`src/rtl/mcbd_pkg.sv`:
```
// Shared types and constants for the main CPU bus decoder.
// Holds the memory map, register indexes, request and result records, and
// the controller-to-datapath command record. No dependencies.
`timescale 1ns / 1ps
`default_nettype none

package mcbd_pkg;

    // Store depths.
    localparam int WORK_RAM_DEPTH_DEF   = 4096;
    localparam int FG_RAM_DEPTH_DEF     = 2048;
    localparam int BG_RAM_DEPTH_DEF     = 1024;
    localparam int SPRITE_RAM_DEPTH_DEF = 128;

    // Configuration port.
    localparam int   CFG_IDX_W  = 1;
    localparam logic [CFG_IDX_W-1:0] CFG_DIP_A = 1'b0;
    localparam logic [CFG_IDX_W-1:0] CFG_DIP_B = 1'b1;
    localparam logic [7:0] DIP_A_RESET = 8'h37;
    localparam logic [7:0] DIP_B_RESET = 8'hDF;

    // Access kinds.
    localparam logic FUNC_READ  = 1'b0;
    localparam logic FUNC_WRITE = 1'b1;

    // Memory map.
    localparam logic [15:0] ADDR_BANK_WIN   = 16'h8000;
    localparam logic [15:0] ADDR_IO_BASE    = 16'hC000;
    localparam logic [15:0] ADDR_SYS_PORT   = 16'hC000;
    localparam logic [15:0] ADDR_P1_PORT    = 16'hC001;
    localparam logic [15:0] ADDR_P2_PORT    = 16'hC002;
    localparam logic [15:0] ADDR_DIP_A      = 16'hC003;
    localparam logic [15:0] ADDR_DIP_B      = 16'hC004;
    localparam logic [15:0] ADDR_SND_LATCH  = 16'hC800;
    localparam logic [15:0] ADDR_SCROLL_LO  = 16'hC802;
    localparam logic [15:0] ADDR_SCROLL_HI  = 16'hC803;
    localparam logic [15:0] ADDR_SND_RESET  = 16'hC804;
    localparam logic [15:0] ADDR_PALETTE    = 16'hC805;
    localparam logic [15:0] ADDR_BANK_SEL   = 16'hC806;
    localparam logic [15:0] ADDR_SPRITE_LO  = 16'hCC00;
    localparam logic [15:0] ADDR_SPRITE_END = 16'hCC80;
    localparam logic [15:0] ADDR_FG_END     = 16'hD800;
    localparam logic [15:0] ADDR_BG_END     = 16'hDC00;
    localparam logic [3:0]  PAGE_VIDEO      = 4'hD;
    localparam logic [3:0]  PAGE_WORK       = 4'hE;
    localparam int          SND_RESET_BIT   = 4;

    // Source of the read byte.
    localparam logic [2:0] RSEL_ZERO = 3'd0;
    localparam logic [2:0] RSEL_SYS  = 3'd1;
    localparam logic [2:0] RSEL_P1   = 3'd2;
    localparam logic [2:0] RSEL_P2   = 3'd3;
    localparam logic [2:0] RSEL_DIPA = 3'd4;
    localparam logic [2:0] RSEL_DIPB = 3'd5;
    localparam logic [2:0] RSEL_FG   = 3'd6;
    localparam logic [2:0] RSEL_WORK = 3'd7;
    localparam logic [2:0] RSEL_BG   = 3'd6;

    // One bus access.
    typedef struct packed {
        logic        func;
        logic [15:0] address;
        logic [7:0]  write_data;
        logic [7:0]  system_port;
        logic [7:0]  player1_port;
        logic [7:0]  player2_port;
    } t_req;

    // One result.
    typedef struct packed {
        logic [7:0]  read_data;
        logic        rom_read;
        logic [16:0] rom_address;
        logic        unmapped;
        logic        sound_cpu_reset;
        logic [7:0]  sound_latch_value;
        logic [15:0] scroll_value;
        logic [7:0]  palette_select;
        logic [7:0]  bank_select;
    } t_rsp;

    // Controller commands to the datapath.
    typedef struct packed {
        logic capture;
        logic exec;
        logic load;
    } t_dp_cmd;

endpackage

`default_nettype wire

```
`src/rtl/mcbd_ctrl.sv`:
```
// Sequencing controller for the bus decoder: accept, execute, load, deliver.
// Depends on mcbd_pkg for the datapath command record.
`timescale 1ns / 1ps
`default_nettype none

module mcbd_ctrl
    import mcbd_pkg::*;
(
    input  wire logic    i_clk,
    input  wire logic    i_rst_n,
    input  wire logic    i_in_valid,
    output logic         o_in_ready,
    output logic         o_out_valid,
    input  wire logic    i_out_ready,
    output t_dp_cmd      o_cmd
);

    localparam logic [1:0] S_IDLE = 2'd0;
    localparam logic [1:0] S_EXEC = 2'd1;
    localparam logic [1:0] S_LOAD = 2'd2;
    localparam logic [1:0] S_OUT  = 2'd3;

    logic [1:0] r_state;
    logic [1:0] n_state;

    // Next-state logic.
    always_comb begin
        n_state = r_state;
        case (r_state)
            S_IDLE: begin
                if (i_in_valid) begin
                    n_state = S_EXEC;
                end
            end
            S_EXEC: n_state = S_LOAD;
            S_LOAD: n_state = S_OUT;
            S_OUT: begin
                if (i_out_ready) begin
                    n_state = S_IDLE;
                end
            end
            default: n_state = S_IDLE;
        endcase
    end

    // State register.
    always_ff @(posedge i_clk) begin
        if (!i_rst_n) begin
            r_state <= S_IDLE;
        end else begin
            r_state <= n_state;
        end
    end

    // Handshake and datapath commands.
    assign o_in_ready    = (r_state == S_IDLE);
    assign o_out_valid   = (r_state == S_OUT);
    assign o_cmd.capture = (r_state == S_IDLE) && i_in_valid;
    assign o_cmd.exec    = (r_state == S_EXEC);
    assign o_cmd.load    = (r_state == S_LOAD);

endmodule

`default_nettype wire

```
`config.mk`:
```
export PLATFORM = sky130hd
export DESIGN_NAME = mcbd_ctrl
export DESIGN_NICKNAME = d
export VERILOG_FILES = /design/src/rtl/mcbd_pkg.sv /design/src/rtl/mcbd_ctrl.sv
export SDC_FILE = /design/constraint.sdc
export NUM_CORES = 1
export LEC_CHECK = 0
export BUFFER_PORTS_ARGS = -buffer_cell sky130_fd_sc_hd__buf_4
export CAP_MARGIN = 0
export CORE_AREA = 3 3 40 42
export DETAILED_ROUTE_END_ITERATION = 16
export DIE_AREA = 0 0 43 45
export SYNTH_ARGS = -nofsm -noshare
export SYNTH_HDL_FRONTEND = slang
export SYNTH_SLANG_ARGS = --single-unit
```
`constraint.sdc`:
```
create_clock -name i_clk -period 1.1 [get_ports i_clk]
set_input_delay 0.055 -clock i_clk [delete_from_list [all_inputs] [get_ports i_clk]]
set_output_delay 0.055 -clock i_clk [all_outputs]
set_load 0.02 [all_outputs]
```
Yosys cells after proc, flatten, opt, wreduce, memory -nomap -nowiden
Cells that the tools add are included.

Bits in latches: 0. Bits in registers: 2. Output and inout port bits: 5. Memories kept: 0. Memory bits (read-only): 0. Bits in writable memories: 0. Word-level logic and storage cells: 12.

Add/subtract/negate cells: 0. Div/mod/pow operators: 0. Multiplexer cells: 3. Shifts and indexed selects: 0. Bitwise operators: 0. Multiply operators: 0. $lt $le $gt $ge: 0. Reduce and logical (&&, ||, !) cells: 3. Eq/ne operators: 5.

Operators by type and width (number): $pmux 2 s4 (1); $eq 2x2->1 const B (2); $mux 2 (2); $eq 2x1->1 const B (1); $logic_not 2->1 (1); $ne 2x1->1 const B (1); $ne 2x2->1 const B (1); $reduce_and 2->1 (1); $logic_and 1x1->1 (1).

Longest topological paths before layout
Gate-level depths: netlist of the first run.

Depth after elaboration: 3. Mapped depth: 4.

Least setup slack after synthesis of the first run
Ideal clock, no wire load.

Kind: register -> register. Start point: reg r_state[0]. End point: reg r_state[0]. Path slack: -133 ps. Stages on the path, launching flop included: 5. Arrival: 1119 ps. Cells stage by stage: dfxtp_1 inv_1 ha_1 o31a_1 o21a_1.

Longest elaborated chain between the ends: 3. Elaborated cells between the ends (all ways): 8. Those cells by class: eq/ne (5); mux (1); reduce/logical (2).

Ends and longest elaborated chain: from (decl) (line mcbd_ctrl.sv:23) `logic [1:0] r_state;`; from (signal assigned) (line mcbd_ctrl.sv:51) `r_state <= n_state;`; $logic_not 2->1 *; net o_in_ready (line mcbd_ctrl.sv:12) `output logic o_in_ready,`; $ne 2x2->1 (no source line); $reduce_and 2->1 (no source line).

The timed path passes the listed nets; every way through them passes the cells marked *. A chain may end at the register's enable or synchronous reset.

==> results of run 1 <==
-- Yosys cell counts --
master and instances:
sky130_fd_sc_hd__nand2_1 2, sky130_fd_sc_hd__o31a_1 1, sky130_fd_sc_hd__ha_1 4, sky130_fd_sc_hd__o21a_1 1, sky130_fd_sc_hd__nor2b_4 1, sky130_fd_sc_hd__mux2i_1 1, sky130_fd_sc_hd__and2_1 1, sky130_fd_sc_hd__inv_1 3
sky130_fd_sc_hd__dfxtp_1 2, sky130_fd_sc_hd__a21oi_2 1
-- per-layer routing --
| layer | vias up | GRT usage |
|---|---|---|
| met5 | - | 0 |
| met4 | 0 | 0.0542 |
| met3 | 0 | 0.0279 |
| met2 | 9 | 0.0569 |
| met1 | 67 | 0.0407 |
| li1 | 85 | - |
-- power by group --
group	total, mW	internal (mW)	leakage, nW	switching (mW)
Clock	0.157	0.120	0.0138	0.0368
Sequential	0.169	0.116	0.0178	0.0535
Combinational	0.470	0.249	0.117	0.221
Total	0.796	0.485	0.149	0.311
-- cell type report --
class                           instances  area (um^2)  area share
Tap cell                               15         18.8      0.0551
Clock buffer                            3         22.5      0.0662
Multi-Input combinational cell         12          153       0.449
Sequential cell                         2         47.5       0.140
Inverter                                3         16.3      0.0478
Timing Repair Buffer                   10         82.6       0.243
-- worst max path at each step --
stage | start | endpoint | slack (ns) | depth (start not counted)
6_report | r_state[0] | o_cmd[2] | -0.01 | 4
3_3_place_gp | r_state[1] | r_state[0] | 0.006 | 4
3_5_place_dp | r_state[1] | r_state[0] | -0.001 | 4
2_1_floorplan | r_state[0] | r_state[0] | 0.01 | 4
4_1_cts | r_state[1] | o_cmd[2] | -0.03 | 4
5_1_grt | r_state[1] | o_cmd[2] | -0.05 | 4
-- timing repair --
action / 4_1_cts / 5_1_grt
setup buffers: 0 / 1
resized for setup: 5 / 0
pin swaps: 1 / 1
setup endpoints to repair: 3 / 4
-- stage by stage --
step                       util  worst slack [ns]  std cells  area [um^2]
final                     0.265           -0.0102         45          340
after global routing      0.265           -0.0515         45          340
after CTS                 0.259           -0.0261         44          333
after detailed placement  0.230          -0.00108         41          295
after global placement    0.230           0.00575         41          295
after floorplan               -            0.0111         17          209
-- worst max-delay path, cell delays in order (launching register included) --
cell and delay, ns:
sky130_fd_sc_hd__dfxtp_4 0.37, sky130_fd_sc_hd__inv_4 0.05, sky130_fd_sc_hd__ha_4 0.16, sky130_fd_sc_hd__and2_4 0.13
sky130_fd_sc_hd__buf_6 0.12
-- cells by family after synthesis --
logic type / after synthesis / synth area share
DFF: 2 / 0.244
AOI/OAI and AO/OA: 3 / 0.153
buffers and inverters: 3 / 0.0687
muxes: 1 / 0.0611
adders and majority gates: 4 / 0.305
and+or+nand+nor: 4 / 0.168
==> impl_metrics.yaml, run 1 <==
hold_path:
  holdCritStartpoint: "i_rst_n"
  hold_path.class: "input pin to flop"
  whs_endpoint: "r_state[1]"
  hold-path-cell-count: 3
status:
  violated_checks: "negative setup slack"
  run_status: "finished, violations left"
synth:
  post_synth.cell_area_avg_um2: 9.64
  post_synth_num_cell_types: 10
  flip_flop_and_latch_count_after_synthesis: 2
  seq_area_frac_synth: 0.244
  syn-cell-area_um2: 164
  synth.net_count: 25
  yosys_warnings: 0
  syn-instance-count: 17
  share_of_yosys_cell_area_claimed_by_the_top_area_cell_type: 0.305
  synth.area.top_cells: "sky130_fd_sc_hd__ha_1, sky130_fd_sc_hd__dfxtp_1, sky130_fd_sc_hd__nor2b_4"
  post-synth-top-area-cell: "sky130_fd_sc_hd__ha_1"
die:
  design.core.area_um2: 1280
  num_rows: 13
  die_span_in_x_um: 43
  die_height_um: 45
  die_area_um2: 1940
  design.portCount: 9
  start_util: 0.128
clocking:
  clock_tree.root_cell: "sky130_fd_sc_hd__clkbuf_4"
  tritoncts: "built"
  clkSinkCount: 2
  clkTransAtPathRegs_ns: 0.03
  clock_tree.htree_level_count: 1
  worst_skew_pair.late_latency_ns: 0.22
  cts-root-to-sink-buffers: 2
  post_cts_hold_buffer_count: 0
  cts_buffers: 3
routing:
  route.detailed.wl_per_inst_um: 7.96
  wl_met2_um: 151
  uppermost_metal_layer_occupied_by_signal_nets: "met3"
  totalWireLength_um: 358
  met3WireLength_um: 58
  num_vias: 161
  drt_pass1_iterations: 1
  routed_metal_1_wirelength_um: 149
  drt_iter0_markers: 0
  route.detailed.drc: 0
  detail_route.vias_per_cell: 3.58
  route.antenna.remaining_nets: 0
global_routing:
  vias_in_the_first_global_route: 158
  grt_first_pass_wirelength_um: 552
  pin_count_of_the_biggest_net_entering_global_routing: 5
  antenna_found_initial: 0
  globalRouteTotalUtil: 0.0432
  overflow: 0
worst_setup_path:
  endpoint_kind: "primary output"
  reg2reg_depth: 4
  worstPathMaxFanout: 4
  criticalPathCategory: "flop to primary output"
  worst-r2r-setup-slack_ns: 0.02
  critPathArrivalTime_ns: 1.06
  worst_setup_path_start_kind: "flop"
  reg2reg_from: "r_state[1]"
  worstReg2RegEnd: "r_state[0]"
  worstPathRequired_ns: 1.04
sta:
  final_max_slew_viol_count: 0
  tns_ns: -0.0102
  finalSetupViolations: 1
  timing.final.ws_setup_ns: -0.0102
  worst-slew-pin-transition_ns: 0.107
  hold_ws_ns: 0.116
  period_share: 1.01
  timing.clock.skew_ns: 0.00197
  timing.final.crit_period_ns: 1.11
  rsz0062_at_grt: "true"
  final_number_of_hold_violating_endpoints: 0
  max-slew-margin-rel: 0.927
  timing.fmax_mhz: 901
power_and_ir_drop:
  power.leakage_nw: 0.149
  power_density_over_cell_area_nw_per_um2: 2340
  ir_drop_v: 0.000917
  fin_total_pwr_uw: 796
final_layout:
  nets: 40
  biggestRegsByFlops: "r_state x2"
  mostFrequentLayoutCell: "sky130_fd_sc_hd__buf_4"
  diodes: 0
  mostFrequentLayoutCells: "sky130_fd_sc_hd__buf_4, sky130_fd_sc_hd__ha_4, sky130_fd_sc_hd__clkbuf_4"
  max_flop_register: "r_state"
  fillerInstances: 137
  largest_register_ff_count: 2
  layout-drive-gt1-share: 0.767
  flow.area_growth_from_synthesis_pct: 108
placed_design:
  place.gp.congestion: 0.644
  port-buffer-count: 8
flow_run:
  max_cap_viol_count: 0
Power figures use the tool's default switching activity.
==> run 2, diff against run 1 <==
--- a/config.mk
+++ b/config.mk
@@ -6,8 +6,9 @@
 export NUM_CORES = 1
 export LEC_CHECK = 0
 export BUFFER_PORTS_ARGS = -buffer_cell sky130_fd_sc_hd__buf_4
-export CAP_MARGIN = 0
+export CAP_MARGIN = 20
 export CORE_AREA = 3 3 40 42
+export CTS_BUF_LIST = sky130_fd_sc_hd__clkbuf_16
 export DETAILED_ROUTE_END_ITERATION = 16
 export DIE_AREA = 0 0 43 45
 export SYNTH_ARGS = -nofsm -noshare
==> run 2 against run 1 <==
- largest power group is now the clock network
- register-to-register slack about the same
- fmax increased by 0.13%
- critical path depth unchanged
- cell area increased by 15%
- total power increased by 48%
- the run still ends with negative setup slack left
- first-iteration DRC count increased by 2
==> impl_metrics.yaml, run 2 (synthesized netlist as in run 1, its figures left out) <==
status:
  run_status: "finished, violations left"
  violated_checks: "negative setup slack"
global_routing:
  globalRouteTotalUtil: 0.0473
  overflow: 0
  grt_first_pass_wirelength_um: 593
  vias_in_the_first_global_route: 161
  pin_count_of_the_biggest_net_entering_global_routing: 5
  antenna_found_initial: 0
sta:
  tns_ns: -0.00879
  timing.clock.skew_ns: 0.000248
  final_number_of_hold_violating_endpoints: 0
  worst-slew-pin-transition_ns: 0.111
  timing.final.ws_setup_ns: -0.00879
  max-slew-margin-rel: 0.924
  timing.final.crit_period_ns: 1.11
  timing.fmax_mhz: 902
  period_share: 1.01
  hold_ws_ns: 0.118
  finalSetupViolations: 1
  rsz0062_at_grt: "true"
  final_max_slew_viol_count: 0
routing:
  route.detailed.wl_per_inst_um: 8.31
  num_vias: 160
  drt_pass1_iterations: 2
  detail_route.vias_per_cell: 3.56
  route.antenna.remaining_nets: 0
  totalWireLength_um: 374
  drt_iter0_markers: 2
  route.detailed.drc: 0
final_layout:
  layout-drive-gt1-share: 0.767
  mostFrequentLayoutCell: "sky130_fd_sc_hd__buf_4"
  max_flop_register: "r_state"
  mostFrequentLayoutCells: "sky130_fd_sc_hd__buf_4, sky130_fd_sc_hd__ha_4, sky130_fd_sc_hd__clkbuf_16"
  diodes: 0
  nets: 40
  largest_register_ff_count: 2
  flow.area_growth_from_synthesis_pct: 140
  biggestRegsByFlops: "r_state x2"
clocking:
  clkSinkCount: 2
  worst_skew_pair.late_latency_ns: 0.22
  tritoncts: "built"
  clock_tree.root_cell: "sky130_fd_sc_hd__clkbuf_16"
  clock_tree.htree_level_count: 1
  cts-root-to-sink-buffers: 2
  cts_buffers: 3
  clkTransAtPathRegs_ns: 0.03
power_and_ir_drop:
  power.leakage_nw: 0.172
  ir_drop_v: 0.00105
  power_density_over_cell_area_nw_per_um2: 3000
worst_setup_path:
  path_delay_family: "flip-flops"
  critPathArrivalTime_ns: 1.05
  criticalPathCategory: "flop to primary output"
  reg2reg_from: "r_state[1]"
  endpoint_kind: "primary output"
  crit_path_max_incr_delay_ns: 0.38
  worst_setup_path_start_kind: "flop"
  worstPathRequired_ns: 1.04
  worstPathCellList: "inv_4 -> ha_4 -> and2_4 -> buf_6"
  worstPathMaxFanout: 4
  critPathLaunch: "r_state[1]"
  cell_type_of_the_slowest_stage_on_the_worst_timing_path: "sky130_fd_sc_hd__dfxtp_4"
  critPathBufInv: 2
die:
  start_util: 0.128
  die_area_um2: 1940
  design.core.area_um2: 1280
  die_span_in_x_um: 43
  num_rows: 13
  design.portCount: 9
  die_height_um: 45
placed_design:
  port-buffer-count: 8
  place.gp.congestion: 0.644
  pre_cts_ws_ns: -0.00108
hold_path:
  holdCritStartpoint: "i_rst_n"
  hold_path.class: "input pin to flop"
flow_run:
  max_cap_viol_count: 0
[run 2: cell types whose count changed in the layout (fill, tap and decap cells not counted)]
cell and change:
sky130_fd_sc_hd__clkbuf_4 -3, sky130_fd_sc_hd__clkbuf_16 +3
[run 2: layout make-up]
cell class | count | area [um^2]
Clock buffer | 3 | 75.1
Fill cell | 130 | 892
Inverter | 3 | 16.3
Multi-Input combinational cell | 12 | 153
Sequential cell | 2 | 47.5
Tap cell | 15 | 18.8
Timing Repair Buffer | 10 | 82.6
[run 2: worst paths after layout]
kind | to | slack, ns | depth (start not counted)
worst max-delay path | o_cmd[2] | -0.009 | 4
worst min-delay path | r_state[1] | 0.12 | 3
worst max register to register | r_state[0] | 0.01 | 4
worst min register to register | r_state[1] | 0.53 | 2
[run 2: through the flow]
| stage | total power [mW] | cells | instance area [um^2] | utilization |
|---|---|---|---|---|
| finish | 1.18 | 45 | 393 | 0.306 |
| global route | 1.25 | 45 | 393 | 0.306 |
| CTS | 1.19 | 44 | 385 | 0.300 |
| detailed placement | 0.593 | 41 | 295 | 0.230 |
| global placement | 0.595 | 41 | 295 | 0.230 |
| floorplan | 0.468 | 17 | 209 | - |
[run 2: report_power, final]
group / internal (mW) / total [mW] / switching (mW)
Combinational: 0.249 / 0.470 / 0.221
Clock: 0.462 / 0.539 / 0.0766
Sequential: 0.116 / 0.169 / 0.0536
[run 2: what timing repair did]
action                     in CTS  in global routing
hold buffers                    0                  0
resized for setup               5                  0
pin swaps                       1                  1
setup endpoints to repair       2                  4
setup buffers                   0                  1
[run 2: worst reg2reg max path, cell delays in order (launching register included)]
cell	delay (ns)
sky130_fd_sc_hd__dfxtp_4	0.36
sky130_fd_sc_hd__ha_4	0.16
sky130_fd_sc_hd__nor2b_4	0.12
sky130_fd_sc_hd__o31a_1	0.23
sky130_fd_sc_hd__o21a_1	0.10
[run 2: layer usage]
metal | wire length, um | up-vias | GRT usage | share of wire
li1 | - | 84 | - | -
met1 | 165 | 67 | 0.0455 | 0.44
met2 | 155 | 9 | 0.0569 | 0.41
met3 | 53 | 0 | 0.0279 | 0.14
met4 | 0 | 0 | 0.0723 | 0
met5 | 0 | - | 0 | 0
